--- config.mk ---
export PLATFORM = sky130hd
export DESIGN_NAME = mrb_ram
export DESIGN_NICKNAME = d
export VERILOG_FILES = /design/src/sv/mrb_ram.sv
export SDC_FILE = /design/constraint.sdc
export NUM_CORES = 1
export LEC_CHECK = 0
export BUFFER_PORTS_ARGS = -buffer_cell sky130_fd_sc_hd__clkbuf_2
export CAP_MARGIN = 5
export CORE_ASPECT_RATIO = 1.75
export CORE_MARGIN = 1.5
export CORE_UTILIZATION = 48
export CTS_CLUSTER_DIAMETER = 200
export CTS_CLUSTER_SIZE = 40
export DETAILED_ROUTE_END_ITERATION = 7
export HOLD_SLACK_MARGIN = 0.15
export PLACE_DENSITY = 0.66
export SETUP_SLACK_MARGIN = 0.1
export SLEW_MARGIN = 5
export SYNTH_ARGS = -nofsm -noshare
export SYNTH_HDL_FRONTEND = slang
export SYNTH_SLANG_ARGS = --single-unit
--- constraint.sdc ---
create_clock -name aclk -period 1.92 [get_ports aclk]
set_clock_uncertainty 0.05 [all_clocks]
set_input_delay 0.384 -clock aclk [delete_from_list [all_inputs] [get_ports aclk]]
set_output_delay 0.384 -clock aclk [all_outputs]
set_load 0.02 [all_outputs]
--- src/sv/mrb_ram.sv ---
// Generic simple dual-port RAM: one write port, one registered read port.
// No dependencies; contents are undefined until written.
module mrb_ram #(
    parameter int WIDTH = 8,
    parameter int DEPTH = 16
) (
    input  logic                                  aclk,
    input  logic                                  we,
    input  logic [(DEPTH > 1 ? $clog2(DEPTH) : 1)-1:0] waddr,
    input  logic [WIDTH-1:0]                      wdata,
    input  logic                                  re,
    input  logic [(DEPTH > 1 ? $clog2(DEPTH) : 1)-1:0] raddr,
    output logic [WIDTH-1:0]                      rdata
);

    logic [WIDTH-1:0] mem [DEPTH];

    always_ff @(posedge aclk) begin
        if (we) begin
            mem[waddr] <= wdata;
        end
        // Hold read data while no read is issued
        if (re) begin
            rdata <= mem[raddr];
        end
    end

endmodule

Word-level counts from Yosys, hierarchy flattened
Memory sizes are Yosys's and may differ from the RTL's. A register that Yosys moved wholly into a read port is not among the register bits.
Index checks and enable logic that the tools add are counted.

storage, ports and cells
  flip-flop bits (word level) = 0
  memory bits (writable) = 128
  input port bits = 19
  output and inout bits = 8
  logic and storage cells = 3
  memories kept = 1

memories
  memory  words  width  read ports  clocked after Yosys merged registers in  write ports  line  text
  mem     16     8      1           1                                        1            16    logic [WIDTH-1:0] mem [DEPTH];

cells by class
  multiplexer cells = 2

operator list
  kind               number
  two-way mux 1 bit  2

Logic depth before layout (Yosys ltp)
  depth in word-level cells = 2
  depth in mapped cells = 5

Least setup slack after synthesis
OpenSTA, ideal clock, no wires.

  path type = input to register
  start point = in waddr[2] in the netlist's numbering
  end point = mem mem[0][0] (enable)
  setup time = 0.383 ns
  arrival = 1.494 ns
  slack = -0.007 ns
  stages = 2
  path buffers = 0
  cell sequence = or3b_2 > nor3_1

RTL lines
  element             line  text
  start: declaration  9     input logic [(DEPTH > 1 ? $clog2(DEPTH) : 1)-1:0] waddr,
  end: declaration    16

Straight into the memory's write port.

==> flow_summary_export.csv <==
group,metric,value,unit
outcome,status,"complete, no violations",
placed_design,dp_slack,-0.0203,ns
final_layout,layout_commonest_cell,"edfxtp_1",
grt,antenna_found_initial,0,
power_and_ir_drop,power.switching,0.00132,W
power_and_ir_drop,powerDensity,1110,nW/um^2
worst_hold_path,hold_end,"rdata[5]$_DFFE_PP_",
logic_synthesis,synth_edf_count,136,
logic_synthesis,synth_cells,229,
sta,fin_crit_sh,78.8,%
logic_synthesis,synth_cell_type_count,18,
grt,grt_pass1_vias,2604,
cts,cts_buffers,17,
logic_synthesis,synth_area,5230,sq um
cts,clk_pin_slew,0.06,ns
worst_hold_path,min_from,"re",
grt,grt_use_met1,23.2,%
cts,cts_buffer_depth,2,
sta,fin_ws,0.408,ns
die,start_util,49.2,%
logic_synthesis,synth-seq-area-share,78.1,%
cts,post_cts_buffers,0,
power_and_ir_drop,swShare,19.0,%
grt,groute.usage.overall,19.4,%
critical_path,worstPathCellList,"clkbuf_2, buf_4, mux4_1, a22oi_1, nand2_1",
die,dieHeight,141,um
cts,cts_tree,"built",
die,fp.dieW,81.9,um
route,vias,2461,
sta,tightestPinTransition,0.504,ns
logic_synthesis,yosys_warnings,0,
worst_hold_path,hp-class,"input port to flip-flop",
critical_path,cp-end-kind,"flip-flop",
critical_path,worstSetupPathType,"input port to flip-flop",
route,first_pass_iters,4,
logic_synthesis,synth_top_area_share,78.1,%
die,core,10600,sq um
power_and_ir_drop,power_leakage,2.14,nW
logic_synthesis,ys.flop_type,"edfxtp_1",
job,max_cap_viol_count,0,
cts,cts-root-buf,"clkbuf_16",
placed_design,dp_hpwl,6.34,mm
sta,setup_viol,0,
critical_path,cp_slowest_cell,"mux4_1",
power_and_ir_drop,comb_power_share,4.6,%
cts,cts_hold_buf,0,
critical_path,r2r_cells,3,
route,viasPerCell,5.71,
critical_path,arrival,1.61,ns
logic_synthesis,synth_seq_cells,136,
power_and_ir_drop,power_frac_seq,48.4,%
sta,whs,0.315,ns
critical_path,ff2ff_setup_slack,0.43,ns
critical_path,cpPeakStageDelay,0.57,ns
sta,fmax,661,MHz
critical_path,cp.required,2.02,ns
cts,ctsResizeCount,0,
route,ant_nets,0,
critical_path,timing.rr.end,"rdata[0]$_DFFE_PP_",
final_layout,nets,307,
sta,hold_viol,0,
cts,clock_latency,0.41,ns
placed_design,port_buffers,26,
worst_hold_path,holdPathStages,1,
final_layout,final_cell_mix,"edfxtp_1 (136), clkbuf_2 (26), buf_4 (22), mux4_2 (18), clkbuf_16 (17)",
final_layout,layout-drive-gt1-share,31.2,%
grt,grt_pass1_wl,15.0,mm
sta,drv_slew,0,
grt,grt_max_degree,33,
critical_path,cp_max_fo,10,
placed_design,gp_congestion,0.807,
route,dr.first_iter.drc_count,213,
logic_synthesis,avgSynthCellArea,22.8,sq um
grt,met3_usage,4.92,%
logic_synthesis,async_flop_share,0,%
sta,min_period,1.51,ns
die,num_rows,50,
grt,grt_overflow_total,0,
route,wl_per_cell,23.0,um
cts,h-tree-depth,4,
logic_synthesis,synth_top_area_cell,"edfxtp_1",
critical_path,r2r_start,"mem[8][0]$_DFFE_PP_",
power_and_ir_drop,ir_worst_vdd,0.000772,V
route,routed_wl,9.92,mm
power_and_ir_drop,internal_power,0.00562,W
grt,grt_busiest_layer,"met2",
sta,max_slew_margin,66.2,%
grt,grt.met2_usage,32.7,%
die,die_area,11500,sq um
sta,rsz0062_at_grt,"false",
logic_synthesis,synthTopCellsByArea,"edfxtp_1 (78%), mux4_2 (7.8%), mux4_1 (7.0%), a22oi_1 (2.3%), nor2_1 (0.93%)",
logic_synthesis,syn_nets,248,
final_layout,syn_to_final_growth,19.3,%
critical_path,cp-start-kind,"input port",
final_layout,antenna_cells,0,
route,drc_errors,0,
power_and_ir_drop,p_clk_share,47.0,%
cts,cts_num_sinks,136,
die,ios,27,
## critical path, delay by kind of cell
kind	cells	cell delay (ns)
and+or+nand+nor	1	0.09
AOI/OAI and AO/OA	1	0.20
muxes	1	0.57
buffers and inverters	2	0.37
## metrics by stage
stage,TNS [ns],utilization (%),instance area [sq um],instances,total power [W]
2_1_floorplan,0,-,5230,229,0.00361
3_3_place_gp,-0.00858,53.1,5640,399,0.00374
3_5_place_dp,-0.0297,53.1,5640,399,0.00375
4_1_cts,0,58.6,6240,431,0.00699
5_1_grt,0,58.6,6240,431,0.00710
6_report,0,58.6,6240,431,0.00695
## cell usage after synthesis, types with 2 or more instances
master and n:
nor2_1 13, mux4_2 18, mux4_1 14, nor3_1 4, buf_2 3, nand3b_1 2
nand2b_1 2, a22oi_1 16, buf_6 3, nand2_1 9, clkdlybuf4s25_2 3, edfxtp_1 136
## routing by layer
layer | wire length [um] | vias to the layer above
met5 | 0 | -
met4 | 179 | 0
met3 | 391 | 14
met2 | 5480 | 62
met1 | 3870 | 1286
li1 | - | 1099
## logic make-up (layout without fill, tap and decap cells)
kind of cell | after synthesis | after routing | share of synthesized area (%)
muxes | 32 | 32 | 14.8
and+or+nand+nor | 35 | 35 | 3.14
buffers and inverters | 10 | 82 | 1.65
DFF | 136 | 136 | 78.1
AOI/OAI and AO/OA | 16 | 16 | 2.30
## how the worst max path moves through the flow
stage	from	endpoint	slack, ns
2_1_floorplan	raddr[0]	rdata[1]$_DFFE_PP_	0.20
3_3_place_gp	raddr[0]	rdata[2]$_DFFE_PP_	-0.009
3_5_place_dp	raddr[0]	rdata[0]$_DFFE_PP_	-0.02
4_1_cts	raddr[0]	rdata[0]$_DFFE_PP_	0.41
5_1_grt	raddr[0]	rdata[2]$_DFFE_PP_	0.35
6_report	raddr[0]	rdata[0]$_DFFE_PP_	0.41
## state kept, by name, indices dropped and copies added, names as in the netlist
register  cells
rdata         8
mem         128
## power by group through the flow
stage,sequential [W],combinational (W),clock (W)
global route,0.00337,0.000348,0.00339
detailed placement,0.00343,0.000325,0
CTS,0.00337,0.000326,0.00330
global placement,0.00342,0.000317,0
finish,0.00336,0.000320,0.00326
floorplan,0.00344,0.000169,0
## area by class of cell
class                           count  area (sq um)
Sequential cell                   136          4080
Multi-Input combinational cell     83          1060
Clock buffer                       20           437
Clock inverter                     12           156
Tap cell                          130           163
Timing Repair Buffer               50           335
Fill cell                         799          4400
Note: power is estimated with default switching activity, not from simulation.
