### src/sv/mrb_pkg.sv
// Shared types and constants of the message ring buffer.
// Used by mrb_seq and message_ring_buffer_top; no dependencies.
package mrb_pkg;

    localparam int SLOTS_DEF    = 16;
    localparam int MAX_ELEM_DEF = 64;

    localparam int LEN_W      = 7;
    localparam int OCC_W      = 5;
    localparam int BYTE_W     = 8;
    localparam int CFG_IDX_W  = 1;
    localparam int CFG_DATA_W = 7;

    // Configuration register indexes
    localparam logic [CFG_IDX_W-1:0] CFG_SLOTS_IN_USE = 1'b0;
    localparam logic [CFG_IDX_W-1:0] CFG_MAX_MSG_LEN  = 1'b1;

    localparam logic [OCC_W-1:0] SLOTS_IN_USE_RST = 5'd16;
    localparam logic [LEN_W-1:0] MAX_MSG_LEN_RST  = 7'd64;

    typedef enum logic [1:0] {
        MODE_PUSH  = 2'd0,
        MODE_POP   = 2'd1,
        MODE_PEEK  = 2'd2,
        MODE_CLEAR = 2'd3
    } mode_t;

    typedef enum logic [1:0] {
        STAT_OK       = 2'd0,
        STAT_EMPTY    = 2'd1,
        STAT_FULL     = 2'd2,
        STAT_TOO_LONG = 2'd3
    } status_t;

    typedef enum logic [1:0] {
        ST_IDLE,
        ST_LEN,
        ST_STREAM
    } seq_state_t;

    // Effective (clamped) configuration
    typedef struct packed {
        logic [OCC_W-1:0] ring_size;
        logic [LEN_W-1:0] length_cap;
    } cfg_t;

endpackage

### src/sv/mrb_seq.sv
// Sequencer of the message ring buffer: ring pointers, push assembly,
// pop/peek streaming and the result register. Depends on mrb_pkg.
module mrb_seq #(
    parameter int SLOTS    = mrb_pkg::SLOTS_DEF,
    parameter int MAX_ELEM = mrb_pkg::MAX_ELEM_DEF,
    parameter int SLOT_W   = $clog2(SLOTS),
    parameter int ELEM_W   = (MAX_ELEM > 1) ? $clog2(MAX_ELEM) : 1
) (
    input  logic                          aclk,
    input  logic                          aresetn,
    input  mrb_pkg::cfg_t                 cfg,
    // input items
    input  logic                          in_valid,
    output logic                          in_ready,
    input  mrb_pkg::mode_t                in_mode,
    input  logic [mrb_pkg::BYTE_W-1:0]    in_push_byte,
    input  logic                          in_push_last,
    input  logic [mrb_pkg::LEN_W-1:0]     in_read_limit,
    // result items
    output logic                          out_valid,
    input  logic                          out_ready,
    output mrb_pkg::status_t              out_status,
    output logic [mrb_pkg::BYTE_W-1:0]    out_byte,
    output logic                          out_byte_valid,
    output logic [mrb_pkg::LEN_W-1:0]     out_length,
    output logic [mrb_pkg::OCC_W-1:0]     out_occupancy,
    output logic                          out_last,
    // message store RAM
    output logic                          data_we,
    output logic [SLOT_W+ELEM_W-1:0]      data_waddr,
    output logic [mrb_pkg::BYTE_W-1:0]    data_wdata,
    output logic                          data_re,
    output logic [SLOT_W+ELEM_W-1:0]      data_raddr,
    input  logic [mrb_pkg::BYTE_W-1:0]    data_rdata,
    // slot length RAM
    output logic                          len_we,
    output logic [SLOT_W-1:0]             len_waddr,
    output logic [mrb_pkg::LEN_W-1:0]     len_wdata,
    output logic                          len_re,
    output logic [SLOT_W-1:0]             len_raddr,
    input  logic [mrb_pkg::LEN_W-1:0]     len_rdata
);

    import mrb_pkg::*;

    localparam int CW = ((SLOT_W > OCC_W) ? SLOT_W : OCC_W) + 1;
    localparam logic [LEN_W-1:0] MAX_ELEM_L = LEN_W'(MAX_ELEM);

    seq_state_t        state_reg, state_next;
    logic [SLOT_W-1:0] write_slot_reg, write_slot_next;
    logic [SLOT_W-1:0] read_slot_reg, read_slot_next;
    logic [SLOT_W-1:0] stream_slot_reg, stream_slot_next;
    logic [OCC_W-1:0]  held_reg, held_next;
    logic [LEN_W-1:0]  bytes_reg, bytes_next;
    logic              too_long_reg, too_long_next;
    logic              blocked_reg, blocked_next;
    logic [LEN_W-1:0]  limit_reg, limit_next;
    logic [LEN_W-1:0]  msg_len_reg, msg_len_next;
    logic [LEN_W-1:0]  count_reg, count_next;
    logic [LEN_W-1:0]  issue_reg, issue_next;

    logic              out_valid_reg, out_valid_next;
    status_t           out_status_reg, out_status_next;
    logic [BYTE_W-1:0] out_byte_reg, out_byte_next;
    logic              out_bvalid_reg, out_bvalid_next;
    logic [LEN_W-1:0]  out_len_reg, out_len_next;
    logic [OCC_W-1:0]  out_occ_reg, out_occ_next;
    logic              out_last_reg, out_last_next;

    logic              out_free;
    logic              accept;
    logic              full;
    logic [LEN_W-1:0]  n_lim;
    logic [LEN_W-1:0]  n_bytes;

    function automatic logic [SLOT_W-1:0] next_slot(input logic [SLOT_W-1:0] s,
                                                    input logic [OCC_W-1:0] ring);
        logic [CW-1:0] inc;
        inc = CW'(s) + CW'(1);
        return (inc >= CW'(ring)) ? '0 : inc[SLOT_W-1:0];
    endfunction

    assign out_free = !out_valid_reg || out_ready;
    assign in_ready = (state_reg == ST_IDLE) && out_free;
    assign accept   = in_valid && in_ready;
    assign full     = held_reg >= cfg.ring_size;

    // Bytes to stream: min(length, limit, MAX_ELEM)
    assign n_lim   = (len_rdata < limit_reg) ? len_rdata : limit_reg;
    assign n_bytes = (n_lim > MAX_ELEM_L) ? MAX_ELEM_L : n_lim;

    always_comb begin
        state_next       = state_reg;
        write_slot_next  = write_slot_reg;
        read_slot_next   = read_slot_reg;
        stream_slot_next = stream_slot_reg;
        held_next        = held_reg;
        bytes_next       = bytes_reg;
        too_long_next    = too_long_reg;
        blocked_next     = blocked_reg;
        limit_next       = limit_reg;
        msg_len_next     = msg_len_reg;
        count_next       = count_reg;
        issue_next       = issue_reg;

        out_valid_next   = out_valid_reg && !out_ready;
        out_status_next  = out_status_reg;
        out_byte_next    = out_byte_reg;
        out_bvalid_next  = out_bvalid_reg;
        out_len_next     = out_len_reg;
        out_occ_next     = out_occ_reg;
        out_last_next    = out_last_reg;

        data_we    = 1'b0;
        data_waddr = {write_slot_reg, bytes_reg[ELEM_W-1:0]};
        data_wdata = in_push_byte;
        data_re    = 1'b0;
        data_raddr = {stream_slot_reg, issue_reg[ELEM_W-1:0]};
        len_we     = 1'b0;
        len_waddr  = write_slot_reg;
        len_wdata  = bytes_reg;
        len_re     = 1'b0;
        len_raddr  = read_slot_reg;

        case (state_reg)
            ST_IDLE: begin
                if (accept) begin
                    out_valid_next  = 1'b1;
                    out_status_next = STAT_OK;
                    out_byte_next   = '0;
                    out_bvalid_next = 1'b0;
                    out_len_next    = '0;
                    out_last_next   = 1'b1;
                    case (in_mode)
                        MODE_PUSH: begin
                            blocked_next = blocked_reg || full;
                            if (bytes_reg >= MAX_ELEM_L) begin
                                too_long_next = 1'b1;
                            end else begin
                                data_we    = !full;
                                bytes_next = bytes_reg + LEN_W'(1);
                            end
                            if (in_push_last) begin
                                if (full || blocked_next) begin
                                    out_status_next = STAT_FULL;
                                end else if (too_long_next || bytes_next > cfg.length_cap) begin
                                    out_status_next = STAT_TOO_LONG;
                                end else begin
                                    // Commit the message to the write slot
                                    len_we          = 1'b1;
                                    len_wdata       = bytes_next;
                                    write_slot_next = next_slot(write_slot_reg, cfg.ring_size);
                                    held_next       = held_reg + OCC_W'(1);
                                end
                                bytes_next    = '0;
                                too_long_next = 1'b0;
                                blocked_next  = 1'b0;
                            end
                            out_occ_next = held_next;
                        end
                        MODE_CLEAR: begin
                            write_slot_next = '0;
                            read_slot_next  = '0;
                            held_next       = '0;
                            bytes_next      = '0;
                            too_long_next   = 1'b0;
                            blocked_next    = 1'b0;
                            out_occ_next    = '0;
                        end
                        MODE_POP, MODE_PEEK: begin
                            if (held_reg == '0) begin
                                out_status_next = STAT_EMPTY;
                                out_occ_next    = held_reg;
                            end else begin
                                // Fetch the length; the result waits for it
                                out_valid_next   = out_valid_reg && !out_ready;
                                len_re           = 1'b1;
                                stream_slot_next = read_slot_reg;
                                limit_next       = in_read_limit;
                                if (in_mode == MODE_POP) begin
                                    read_slot_next = next_slot(read_slot_reg, cfg.ring_size);
                                    held_next      = held_reg - OCC_W'(1);
                                end
                                state_next = ST_LEN;
                            end
                        end
                        default: begin
                            out_occ_next = held_reg;
                        end
                    endcase
                end
            end
            ST_LEN: begin
                msg_len_next = len_rdata;
                if (n_bytes == '0) begin
                    if (out_free) begin
                        out_valid_next  = 1'b1;
                        out_status_next = STAT_OK;
                        out_byte_next   = '0;
                        out_bvalid_next = 1'b0;
                        out_len_next    = len_rdata;
                        out_occ_next    = held_reg;
                        out_last_next   = 1'b1;
                        state_next      = ST_IDLE;
                    end
                end else begin
                    // Issue the first byte read
                    data_re    = 1'b1;
                    data_raddr = {stream_slot_reg, {ELEM_W{1'b0}}};
                    count_next = n_bytes;
                    issue_next = LEN_W'(1);
                    state_next = ST_STREAM;
                end
            end
            ST_STREAM: begin
                // Read data is pending here; move it out when the register frees
                if (out_free) begin
                    out_valid_next  = 1'b1;
                    out_status_next = STAT_OK;
                    out_byte_next   = data_rdata;
                    out_bvalid_next = 1'b1;
                    out_len_next    = msg_len_reg;
                    out_occ_next    = held_reg;
                    out_last_next   = (issue_reg == count_reg);
                    if (issue_reg < count_reg) begin
                        data_re    = 1'b1;
                        issue_next = issue_reg + LEN_W'(1);
                    end else begin
                        state_next = ST_IDLE;
                    end
                end
            end
            default: begin
                state_next = ST_IDLE;
            end
        endcase
    end

    always_ff @(posedge aclk) begin
        if (!aresetn) begin
            state_reg      <= ST_IDLE;
            write_slot_reg <= '0;
            read_slot_reg  <= '0;
            held_reg       <= '0;
            bytes_reg      <= '0;
            too_long_reg   <= 1'b0;
            blocked_reg    <= 1'b0;
            out_valid_reg  <= 1'b0;
        end else begin
            state_reg      <= state_next;
            write_slot_reg <= write_slot_next;
            read_slot_reg  <= read_slot_next;
            held_reg       <= held_next;
            bytes_reg      <= bytes_next;
            too_long_reg   <= too_long_next;
            blocked_reg    <= blocked_next;
            out_valid_reg  <= out_valid_next;
        end
    end

    always_ff @(posedge aclk) begin
        stream_slot_reg <= stream_slot_next;
        limit_reg       <= limit_next;
        msg_len_reg     <= msg_len_next;
        count_reg       <= count_next;
        issue_reg       <= issue_next;
        out_status_reg  <= out_status_next;
        out_byte_reg    <= out_byte_next;
        out_bvalid_reg  <= out_bvalid_next;
        out_len_reg     <= out_len_next;
        out_occ_reg     <= out_occ_next;
        out_last_reg    <= out_last_next;
    end

    assign out_valid      = out_valid_reg;
    assign out_status     = out_status_reg;
    assign out_byte       = out_byte_reg;
    assign out_byte_valid = out_bvalid_reg;
    assign out_length     = out_len_reg;
    assign out_occupancy  = out_occ_reg;
    assign out_last       = out_last_reg;

endmodule
### config.mk
export PLATFORM = sky130hd
export DESIGN_NAME = mrb_seq
export DESIGN_NICKNAME = d
export VERILOG_FILES = /design/src/sv/mrb_pkg.sv /design/src/sv/mrb_seq.sv
export SDC_FILE = /design/constraint.sdc
export NUM_CORES = 1
export LEC_CHECK = 0
export BUFFER_PORTS_ARGS = -buffer_cell sky130_fd_sc_hd__clkbuf_2
export CORE_ASPECT_RATIO = 1.2
export CORE_MARGIN = 8
export CORE_UTILIZATION = 50
export DETAILED_ROUTE_END_ITERATION = 12
export PLACE_DENSITY_LB_ADDON = 0.08
export SLEW_MARGIN = 20
export SYNTH_ARGS = -nofsm -noshare
export SYNTH_HDL_FRONTEND = slang
export SYNTH_SLANG_ARGS = --single-unit
### constraint.sdc
create_clock -name aclk -period 4 [get_ports aclk]
set_input_delay 0.2 -clock aclk [delete_from_list [all_inputs] [get_ports aclk]]
set_output_delay 0.2 -clock aclk [all_outputs]
set_load 0.02 [all_outputs]
### After elaboration in Yosys (flattened, before gate mapping)

Index checks and enable logic that the tools add are counted.

| storage, ports and cells | value |
|---|---|
| bits in registers | 81 |
| input bits | 49 |
| logic and storage cells | 196 |

| cells by class | value |
|---|---|
| $add $sub $neg | 6 |
| magnitude comparators | 8 |
| eq/ne operators | 22 |
| mux-type cells | 109 |
| bitwise gates (word level) | 2 |
| reduce and logical (&&, ||, !) cells | 30 |

Operators by type and width:

| operator | number |
|---|---|
| $mux W7 | 20 |
| $mux W5 | 9 |
| $pmux W5 S3 | 3 |
| $mux W1 | 36 |
| $mux W8 | 4 |
| $mux W4 | 7 |
| $pmux W7 S2 | 2 |
| $mux W2 | 13 |
| $ne A2 B2 Y1 const B | 13 |
| $pmux W8 S3 | 1 |
| $pmux W7 S3 | 1 |
| $pmux W4 S2 | 2 |
| $reduce_and A4 Y1 | 4 |
| $ge A5 B5 Y1 | 3 |
| $add A7 B1 Y7 const B | 2 |
| $lt A7 B7 Y1 | 2 |
| $mux W6 | 2 |
| $pmux W2 S3 | 2 |
| $reduce_and A6 Y1 | 2 |
| $add A4 B1 Y5 const B | 2 |
| $reduce_and A5 Y1 | 2 |
| $pmux W1 S3 | 3 |
| $eq A7 B7 Y1 | 1 |
| $ge A7 B7 Y1 const B | 1 |
| other kinds (22) | 40 |

### Longest topological paths before layout

Gate-level depths: netlist (run 1).

| depth | value |
|---|---|
| word-level depth | 14 |
| gate-level depth with buffers | 13 |
| gate-level depth less buffers | 11 |

### Worst setup path before layout (run 1)

No wires, ideal clock.

| timing path | value |
|---|---|
| kind | register to output |
| start point | register bytes_reg[2] |
| end point | output len_wdata[6] (netlist name) |
| arrival time | 3.268 ns |
| setup slack | 0.532 ns |
| stages on the path, launching flop included | 13 |
| cell sequence | dfxtp_1 clkbuf_1 nand4b_1 inv_1 nand3_1 xnor2_1 ha_1 nand4_1 or4_1 buf_2 nand2_1 nor4b_1 o21a_1 |

| between the ends | value |
|---|---|
| longest elaborated chain between the ends | 13 |

RTL lines:

| element | line | RTL |
|---|---|---|
| start, declared | mrb_seq.sv:54 | `logic [LEN_W-1:0] bytes_reg, bytes_next;` |
| start signal, assigned | mrb_seq.sv:254 | `bytes_reg <= bytes_next;` |
| $add A7 B1 Y7 / $ge A7 B7 Y1 (equally long branches) | mrb_seq.sv:141, mrb_seq.sv:137 |  |
| $mux W7 | mrb_seq.sv:137 | `if (bytes_reg >= MAX_ELEM_L) begin` |
| $mux W7 | mrb_seq.sv:134 | `case (in_mode)` |
| $mux W7 | mrb_seq.sv:127 | `if (accept) begin` |
| $mux W7 | mrb_seq.sv:125 | `case (state_reg)` |
| $gt A7 B7 Y1 | mrb_seq.sv:146 | `end else if (too_long_next \|\| bytes_next > cfg.length_cap) begin` |
| $logic_or A1 B1 Y1 | mrb_seq.sv:146 |  |
| $mux W7 (*) | mrb_seq.sv:146 |  |
| $mux W7 (*) | mrb_seq.sv:144 | `if (full \|\| blocked_next) begin` |
| $mux W7 (*) | mrb_seq.sv:143 | `if (in_push_last) begin` |
| $mux W7 (*) | mrb_seq.sv:134 |  |
| $mux W7 (*) | mrb_seq.sv:127 |  |
| $mux W7 (*) | mrb_seq.sv:125 |  |
| end, declared | mrb_seq.sv:38 | `output logic [mrb_pkg::LEN_W-1:0] len_wdata,` |

Mark *: on every way between the ends. The rest lies on a longest branch, timed or not. The select of a mux whose other input is x is not followed.

### Worst setup path after layout (run 1)

| timing path | value |
|---|---|
| start point | register bytes_reg[1] |
| end point | output len_wdata[2] (netlist name) |

The elaborated chain is that of the path after synthesis.

==> impl_metrics.toml, run 1 <==
[worst_setup_path]
crit_path_top_delay_cell = "or4_1"
path_cells = "ha_1 > nor2b_1 > nand3_1 > xnor2_1 > ha_1 > nand4_1 > or4_1 > a211o_2 > nor3b_2 > xor2_1 > clkbuf_2"
critPathLaunchType = "flip-flop"
cpMostUsedCell = "ha_1"
reg2reg_slack_ns = 0.73
rr_worst_depth = 10
crit_family = "simple AND/OR/NAND/NOR gates"
critical_path_class = "reg2out"
rr_startpoint = "bytes_reg[1]"
r2r-end = "out_occupancy[1]"
worst-path-max-fanout = 11
cp_num_buf_inv = 1
worstSetupEndpointType = "output port"
slowest_delay_ns = 0.58
arrival_ns = 3.59
required_ns = 3.80

[floorplan]
core_sq_mm = 0.0101
die_y_um = 128
rows = 40
die_w_um = 109
ioPinCount = 122
dieArea_sq_mm = 0.0139
initial_core_util = 0.515

[run]
maxCapViolations = 0

[timing]
fin_crit_ns = 3.79
finalHoldViolCount = 0
relSlewSlack = 0.436
finalSetupTns_ns = 0
max_freq_ghz = 0.264
slew_violations = 0
tightest_slew_ns = 0.843
finClkSkew_ns = 0.00679
rsz0062_at_grt = "false"
period_share = 0.948
setup-violations-final = 0

[global_route]
grtUsageTotal = 0.183
grt_max_degree = 30
grt_pass1_wl_um = 20400
first_global_vias = 4326
antenna_found_initial = 0
overflow = 0

[power]
power.leakage_nw = 2.70
powerDensity_mw_per_mm2 = 520
peakVddDrop_uv = 236

[synthesis]
synth.net_count = 624
synth_cell_type_count = 65
synth_xor_area_frac = 0.0271
synth_seq_cells = 81
synth_compound_area_frac = 0.165
synth_top_family_by_area = "simple AND/OR/NAND/NOR gates"
synth_flop_cell = "edfxtp_1"
yosys.area_share.adder = 0.121
async_flop_share = 0
synthesis.area_sq_mm = 0.00518
synth_edf_count = 56
yosys.area_share.simple = 0.184
syn_inst = 525
synth.area.mux_share = 0.00628
syn_avg_cell_area_sq_um = 9.87
yosysSeqAreaShare = 0.421
yosys_warnings = 0

[clocking]
clk_pin_slew_worst_paths_ns = 0.06
clock_path_buffers = 2
cts_root_buffer = "clkbuf_16"
cts_buffers = 9
cts_sinks = 81
clock_latency_ns = 0.34
cts_max_level = 3
postCtsHoldBufs = 0
cts_tree = "yes"

[route]
avgRoutedWirePerCell_um = 16.7
drt_iter0_drc = 152
via_count = 4202
wl_um = 12300
dr.pass1.iters = 4
drc_errors = 0
ant_nets = 0
via_per_inst = 5.68

[run_status]
status = "complete, no violations"

[cells_and_area]
nFillCells = 901
fin_util = 0.597
largest_register_ffs = 8
final_cells = 740
area_growth_pct = 15.9
nets = 708
drive_above_1_share = 0.239
antenna_cells = 0

[place]
post-dp-hpwl_um = 9670
place_congestion = 0.869
placed_cells = 724
io_buffers = 105

[min_path]
holdPathEnd = "limit_reg[4]"
hold_path_depth = 1
min_from = "in_read_limit[4]"
hp-class = "in2reg"
cell usage in the layout, fill, tap and decap left out, drive strengths merged, types with 3 or more instances in the layout:
| cell | instances |
|---|---|
| a211o | 6 |
| a211oi | 6 |
| a21boi | 4 |
| a21o | 8 |
| a21oi | 16 |
| a221o | 4 |
| a22oi | 18 |
| a311oi | 4 |
| a31o | 4 |
| a31oi | 4 |
| and2 | 18 |
| and3 | 9 |
| buf | 6 |
| clkbuf | 114 |
| clkinv | 6 |
| dfxtp | 25 |
| edfxtp | 56 |
| ha | 50 |
| inv | 42 |
| nand2 | 32 |
| nand2b | 8 |
| nand3 | 14 |
| nand4 | 6 |
| nor2 | 36 |
| nor2b | 14 |
| nor3 | 15 |
| nor3b | 3 |
| nor4 | 7 |
| o2111ai | 3 |
| o211ai | 10 |
| o21a | 4 |
| o21ai | 13 |
| or2 | 5 |
| or3 | 3 |
| xnor2 | 9 |
| xor2 | 7 |
Yosys cell counts (all sizes together), types with 8 or more instances:
library cell / instances / area [sq um]
a21o: 8 / 60.1
inv: 42 / 158
a21oi: 16 / 83.8
xnor2: 9 / 78.8
nand3: 14 / 75.1
ha: 50 / 626
o21ai: 13 / 65.1
o211ai: 10 / 75.1
and2: 18 / 113
nor2: 36 / 135
nand2b: 8 / 50.1
buf: 24 / 180
clkbuf: 14 / 52.6
dfxtp: 25 / 500
and3: 9 / 57.6
nor3: 15 / 85.1
nor2b: 14 / 87.6
edfxtp: 56 / 1680
a22oi: 18 / 135
nand2: 32 / 120
layer usage:
metal | global-route usage | up-vias | part of all wire | wire length, um
met3 | 0.0372 | 25 | 0.056 | 691
met2 | 0.331 | 107 | 0.53 | 6520
met5 | 0 | - | 0 | 0
met4 | 0.0944 | 0 | 0.029 | 357
li1 | - | 2079 | - | -
met1 | 0.194 | 1991 | 0.39 | 4760
final cells by class:
type,count,area [sq um],area share
inverter,43,161,0.0269
clock inverter,7,95.1,0.0158
clock buffer,9,225,0.0375
timing repair buffer,111,571,0.0950
multi-input combinational,363,2610,0.435
sequential,81,2180,0.364
tap,126,158,0.0263
power breakdown:
part | switching, W | internal, W
logic | 0.000675 | 0.000343
registers | 0.0000944 | 0.00113
clock network | 0.000337 | 0.000546
cell families (layout without fill, tap and decap cells):
family | count (synthesis) | after routing
flops | 81 | 81
fa+ha+maj | 50 | 50
xor+xnor | 16 | 16
mux | 3 | 3
simple gates | 178 | 178
compound gates | 116 | 116
buf+inv | 81 | 170
worst reg2reg max path: stages, from the launching register on:
cell and delay (ns):
dfxtp_1 0.43, ha_1 0.22, nor2b_1 0.20, nand3_1 0.14
xnor2_1 0.17, ha_1 0.31, nand4_1 0.11, or4_1 0.58
a21oi_2 0.40, nand2_1 0.16, o311ai_1 0.34
repair_timing:
action | CTS | global route
gates resized for setup | 0 | 2
setup endpoints to repair | 0 | 3
buffers inserted | 0 | 0
through the flow:
stage,hold WS (ns),setup WS (ns),cell area [sq um],power [W]
2_1_floorplan,0.299,0.532,5180,0.00194
3_3_place_gp,0.377,0.555,5680,0.00225
3_5_place_dp,0.379,0.449,5680,0.00227
4_1_cts,0.0228,0.0733,6000,0.00316
5_1_grt,0.0266,0.0320,6000,0.00331
6_report,0.0338,0.209,6000,0.00312
worst max-delay path by stage:
| stage | endpoint | startpoint | depth (start not counted) | slack [ns] |
|---|---|---|---|---|
| global placement | len_wdata[2] | bytes_reg[0] | 11 | 0.55 |
| detailed placement | len_wdata[2] | bytes_reg[0] | 11 | 0.45 |
| floorplan | len_wdata[6] | bytes_reg[2] | 12 | 0.53 |
| global route | len_wdata[2] | bytes_reg[1] | 11 | 0.03 |
| finish | len_wdata[2] | bytes_reg[1] | 11 | 0.21 |
| CTS | len_wdata[2] | bytes_reg[0] | 11 | 0.07 |
(Power assumes the default switching activity.)
==> run 2: changes to the inputs <==
--- a/config.mk
+++ b/config.mk
@@ -5,10 +5,10 @@
 export SDC_FILE = /design/constraint.sdc
 export NUM_CORES = 1
 export LEC_CHECK = 0
-export BUFFER_PORTS_ARGS = -buffer_cell sky130_fd_sc_hd__clkbuf_2
+export BUFFER_PORTS_ARGS = -buffer_cell sky130_fd_sc_hd__buf_2
 export CORE_ASPECT_RATIO = 1.2
 export CORE_MARGIN = 8
-export CORE_UTILIZATION = 50
+export CORE_UTILIZATION = 55
 export DETAILED_ROUTE_END_ITERATION = 12
 export PLACE_DENSITY_LB_ADDON = 0.08
 export SLEW_MARGIN = 20
==> run 2 against run 1 <==
Effect of this change: non-clock buffer count is the same; worst setup slack better by 0.017 ns; clock-buffer cell count grew 2; routed wire length is 1.8% higher; critical path type unchanged; largest cell class unchanged.
==> impl_metrics.toml, run 2 (synthesized netlist as in run 1, its figures left out) <==
[cells_and_area]
nets = 708
drive_above_1_share = 0.239
antenna_cells = 0
final_common_cell = "buf_2"
largest_register_ffs = 8
final_cell_mix = "buf_2, edfxtp_1, ha_1"
area_growth_pct = 15.1

[global_route]
antenna_found_initial = 0
overflow = 0
first_global_vias = 4412
grt_pass1_wl_um = 20500
grt_max_degree = 30
grtUsageTotal = 0.195

[worst_setup_path]
rr_startpoint = "bytes_reg[1]"
worst-path-max-fanout = 11
critical_path_class = "reg2out"
rr_worst_depth = 10
worstSetupEndpointType = "output port"
arrival_ns = 3.57
required_ns = 3.80
reg2reg_slack_ns = 0.73
r2r-end = "out_occupancy[3]"
critPathLaunchType = "flip-flop"

[clocking]
post-cts-setup-buffers = 0
postCtsHoldBufs = 0
cts_resized = 0
cts_sinks = 81
cts_max_level = 3
cts_buffers = 9
cts_root_buffer = "clkbuf_16"
clock_path_buffers = 2
clock_latency_ns = 0.34
cts_tree = "yes"
clk_pin_slew_worst_paths_ns = 0.06

[timing]
finalSetupTns_ns = 0
relSlewSlack = 0.422
max_freq_ghz = 0.265
slew_violations = 0
setup-violations-final = 0
fin_crit_ns = 3.77
tightest_slew_ns = 0.864
finClkSkew_ns = 0.00592
finalHoldViolCount = 0
rsz0062_at_grt = "false"
period_share = 0.943

[route]
avgRoutedWirePerCell_um = 17.0
wl_met1_um = 4910
drt_iter0_drc = 244
wl_um = 12600
dr.pass1.iters = 4
routed-wl-met2_um = 6700
wl_met3_um = 603
ant_nets = 0
via_count = 4248
highest_layer = "met4"
via_per_inst = 5.76
drc_errors = 0

[power]
powerDensity_mw_per_mm2 = 506
power.leakage_nw = 2.69
sequentialPowerShare = 0.402
p_comb_frac = 0.343
peakVddDrop_uv = 238
p_switching_w = 0.00110
swShare = 0.366
totalPowerFinal_w = 0.00301
intPower_w = 0.00191
p_clk_frac = 0.255

[floorplan]
die_w_um = 105
die_y_um = 122
initial_core_util = 0.556
dieArea_sq_mm = 0.0128
ioPinCount = 122
rows = 39
core_sq_mm = 0.00932

[place]
io_buffers = 105
post-dp-hpwl_um = 9580
place_congestion = 0.943

[min_path]
min_from = "in_read_limit[5]"
hold_path_depth = 1
hp-class = "in2reg"
holdPathEnd = "limit_reg[5]"

[run]
maxCapViolations = 0

[run_status]
status = "complete, no violations"
run 2: power by group through the flow:
stage / combinational, W / clock, W / sequential (W)
after floorplan: 0.000594 / 0 / 0.00135
after global placement: 0.00101 / 0 / 0.00122
after detailed placement: 0.00104 / 0 / 0.00123
after CTS: 0.00104 / 0.000786 / 0.00121
after global routing: 0.00114 / 0.000816 / 0.00123
final: 0.00103 / 0.000769 / 0.00121
run 2: worst max-delay path, cell delays in order, from the launching register on:
cell,delay [ns]
dfxtp_1,0.43
ha_1,0.23
nor2b_1,0.22
nand3_1,0.15
xnor2_1,0.18
ha_1,0.31
nand4_1,0.11
or4_1,0.59
a211o_4,0.46
nor3b_2,0.21
xor2_1,0.16
buf_2,0.18
run 2: worst max-delay path by stage:
stage / depth (start not counted) / from / slack (ns) / endpoint
floorplan: 12 / bytes_reg[2] / 0.53 / len_wdata[6]
global placement: 11 / bytes_reg[0] / 0.58 / len_wdata[2]
detailed placement: 11 / bytes_reg[0] / 0.52 / len_wdata[2]
CTS: 11 / bytes_reg[0] / 0.12 / len_wdata[2]
global route: 11 / bytes_reg[1] / 0.02 / len_wdata[2]
finish: 11 / bytes_reg[1] / 0.23 / len_wdata[2]
run 2: metrics by stage:
step / cell area, sq um / std cells / setup slack (ns) / hold WS [ns] / utilization
after floorplan: 5180 / 525 / 0.532 / 0.299 / -
after global placement: 5680 / 721 / 0.576 / 0.379 / 0.609
after detailed placement: 5680 / 721 / 0.516 / 0.379 / 0.609
after CTS: 5950 / 737 / 0.124 / 0.0251 / 0.639
after global routing: 5960 / 737 / 0.0171 / 0.0272 / 0.640
final: 5960 / 737 / 0.227 / 0.0396 / 0.640
run 2: layer usage:
layer / vias up / GRT usage
met5: - / 0
met4: 0 / 0.100
met3: 32 / 0.0530
met2: 126 / 0.366
met1: 2018 / 0.195
li1: 2072 / -
run 2: cell type report:
class / instances / area, sq um
Fill cell: 781 / 3360
Clock inverter: 5 / 32.5
Timing Repair Buffer: 111 / 571
Sequential cell: 81 / 2180
Tap cell: 123 / 154
Clock buffer: 11 / 243
Multi-Input combinational cell: 363 / 2620
Inverter: 43 / 161
==> run 3: changes to the inputs <==
--- a/config.mk
+++ b/config.mk
@@ -11,6 +11,7 @@
 export CORE_UTILIZATION = 55
 export DETAILED_ROUTE_END_ITERATION = 12
 export PLACE_DENSITY_LB_ADDON = 0.08
+export SETUP_SLACK_MARGIN = 0.5
 export SLEW_MARGIN = 20
 export SYNTH_ARGS = -nofsm -noshare
 export SYNTH_HDL_FRONTEND = slang
==> run 3 against run 2 <==
Effect of this change: non-clock buffer count is 6 higher; fmax is 11% higher; combinational power barely moved; hold slack worse by 0.0013 ns; critical path depth rose by 1; worst setup slack improved by 0.38 ns; core utilization increased by 1.2 points; highest routed layer unchanged.
==> impl_metrics.toml, run 3 (synthesized netlist as in run 1, its figures left out) <==
[power]
p_switching_w = 0.00111
power.leakage_nw = 2.73
p_clk_frac = 0.255
peakVddDrop_uv = 239
swShare = 0.367
sequentialPowerShare = 0.401
p_comb_frac = 0.345
powerDensity_mw_per_mm2 = 498
intPower_w = 0.00192

[cells_and_area]
nets = 714
antenna_cells = 0
final_common_cell = "buf_2"
area_growth_pct = 17.2
nFillCells = 754
drive_above_1_share = 0.260
final_cell_mix = "buf_2, edfxtp_1, ha_1"
largest_register_ffs = 8

[timing]
setup-violations-final = 0
rsz0062_at_grt = "true"
relSlewSlack = 0.430
slew_violations = 0
finClkSkew_ns = 0.00555
fin_crit_ns = 3.40
max_freq_ghz = 0.294
tightest_slew_ns = 0.853
finalHoldViolCount = 0
setup_slack_ns = 0.604
period_share = 0.849
finalSetupTns_ns = 0

[global_route]
grt_max_degree = 30
first_global_vias = 4440
use_met3 = 0.0536
top_usage_layer = "met2"
grtUsageTotal = 0.196
overflow = 0
met1_usage = 0.196
grt_pass1_wl_um = 20600
antenna_found_initial = 0
globalRouteMet2Util = 0.368

[floorplan]
initial_core_util = 0.556
ioPinCount = 122
dieArea_sq_mm = 0.0128
rows = 39
die_w_um = 105
core_sq_mm = 0.00932
die_y_um = 122

[clocking]
cts_buffers = 9
cts_max_level = 3
postCtsHoldBufs = 0
clock_latency_ns = 0.34
cts_tree = "yes"
cts_root_buffer = "clkbuf_16"
clk_pin_slew_worst_paths_ns = 0.06
clock_path_buffers = 2
cts_sinks = 81

[route]
drc_errors = 0
via_per_inst = 5.79
wl_um = 12800
dr.pass1.iters = 5
avgRoutedWirePerCell_um = 17.3
drt_iter0_drc = 202
ant_nets = 0
via_count = 4302

[min_path]
hold_path_depth = 1
holdPathEnd = "limit_reg[5]"
min_from = "in_read_limit[5]"
hp-class = "in2reg"

[worst_setup_path]
worstSetupEndpointType = "output port"
cpMostUsedCell = "o211ai_1"
path_cells = "ha_4 > nor2b_4 > nand3_2 > xnor2_2 > ha_1 > a211o_1 > o211ai_1 > o211ai_1 > a211o_4 > nor3b_2 > xor2_1 > buf_4"
arrival_ns = 3.20
critical_path_class = "reg2out"
cp_num_buf_inv = 1
reg2reg_slack_ns = 0.88
crit_path_top_delay_cell = "a211o_4"
required_ns = 3.80
slowest_delay_ns = 0.44
r2r-end = "out_occupancy[3]"
rr_startpoint = "bytes_reg[0]"
rr_worst_depth = 12
worst-path-max-fanout = 7
crit_family = "compound AO/OA/AOI/OAI gates"
critPathLaunchType = "flip-flop"

[place]
post-dp-hpwl_um = 9580
pre_cts_slack_ns = 0.516
place_congestion = 0.943
io_buffers = 105

[run]
maxCapViolations = 0

[run_status]
status = "complete, no violations"
==> run 3: cell count changes in the layout (fill, tap and decap cells not counted), sizes merged <==
cell / delta
buf: +6
==> run 3: area by class of cell <==
| type | instances | area, sq um | area share |
|---|---|---|---|
| Clock buffer | 11 | 243 | 0.0400 |
| Clock inverter | 5 | 32.5 | 0.00536 |
| Inverter | 43 | 161 | 0.0266 |
| Multi-Input combinational cell | 363 | 2670 | 0.440 |
| Sequential cell | 81 | 2190 | 0.361 |
| Tap cell | 123 | 154 | 0.0253 |
| Timing Repair Buffer | 117 | 618 | 0.102 |
==> run 3: how the worst max path moves through the flow <==
stage / start / endpoint / slack, ns / depth (start not counted)
5_1_grt: bytes_reg[0] / len_wdata[2] / 0.44 / 12
6_report: bytes_reg[0] / len_wdata[2] / 0.60 / 12
4_1_cts: bytes_reg[1] / len_wdata[2] / 0.50 / 11
3_5_place_dp: bytes_reg[0] / len_wdata[2] / 0.52 / 11
3_3_place_gp: bytes_reg[0] / len_wdata[2] / 0.58 / 11
2_1_floorplan: bytes_reg[2] / len_wdata[6] / 0.53 / 12
==> run 3: timing repair <==
| action | in CTS | in global routing |
|---|---|---|
| pin swaps | 2 | 7 |
| setup buffers | 2 | 4 |
| gates cloned | 0 | 0 |
| endpoints found under the hold margin | 0 | 0 |
| resized for setup | 8 | 10 |
| setup endpoints to repair | 8 | 7 |
==> run 3: through the flow <==
stage	utilization	hold slack, ns	cells	total power (W)	cell area [sq um]
6_report	0.651	0.0383	743	0.00302	6070
5_1_grt	0.651	0.0272	743	0.00319	6070
4_1_cts	0.643	0.0251	739	0.00304	5990
3_5_place_dp	0.609	0.379	721	0.00227	5680
3_3_place_gp	0.609	0.379	721	0.00223	5680
2_1_floorplan	-	0.299	525	0.00194	5180
==> run 3: metal layers <==
metal  share of wire  routed length (um)  vias to the layer above
li1                -                   -                     2088
met1            0.39                5000                     2046
met2            0.54                6880                      133
met3           0.048                 611                       35
met4           0.027                 352                        0
met5               0                   0                        -
==> run 3: power by group through the flow <==
stage / Combinational (W) / Clock, W / Sequential [W]
after floorplan: 0.000594 / 0 / 0.00135
after global placement: 0.00101 / 0 / 0.00122
after detailed placement: 0.00104 / 0 / 0.00123
after CTS: 0.00104 / 0.000786 / 0.00121
after global routing: 0.00114 / 0.000816 / 0.00123
final: 0.00104 / 0.000770 / 0.00121
==> run 3: worst register-to-register path: stages, from the launching register on <==
cell,delay [ns]
dfxtp_4,0.40
ha_4,0.16
nor2b_4,0.17
nand3_2,0.12
xnor2_2,0.17
ha_1,0.30
a211o_1,0.26
o211ai_1,0.09
o211ai_1,0.24
buf_4,0.21
a21oi_1,0.37
nor2_1,0.09
a221o_1,0.28
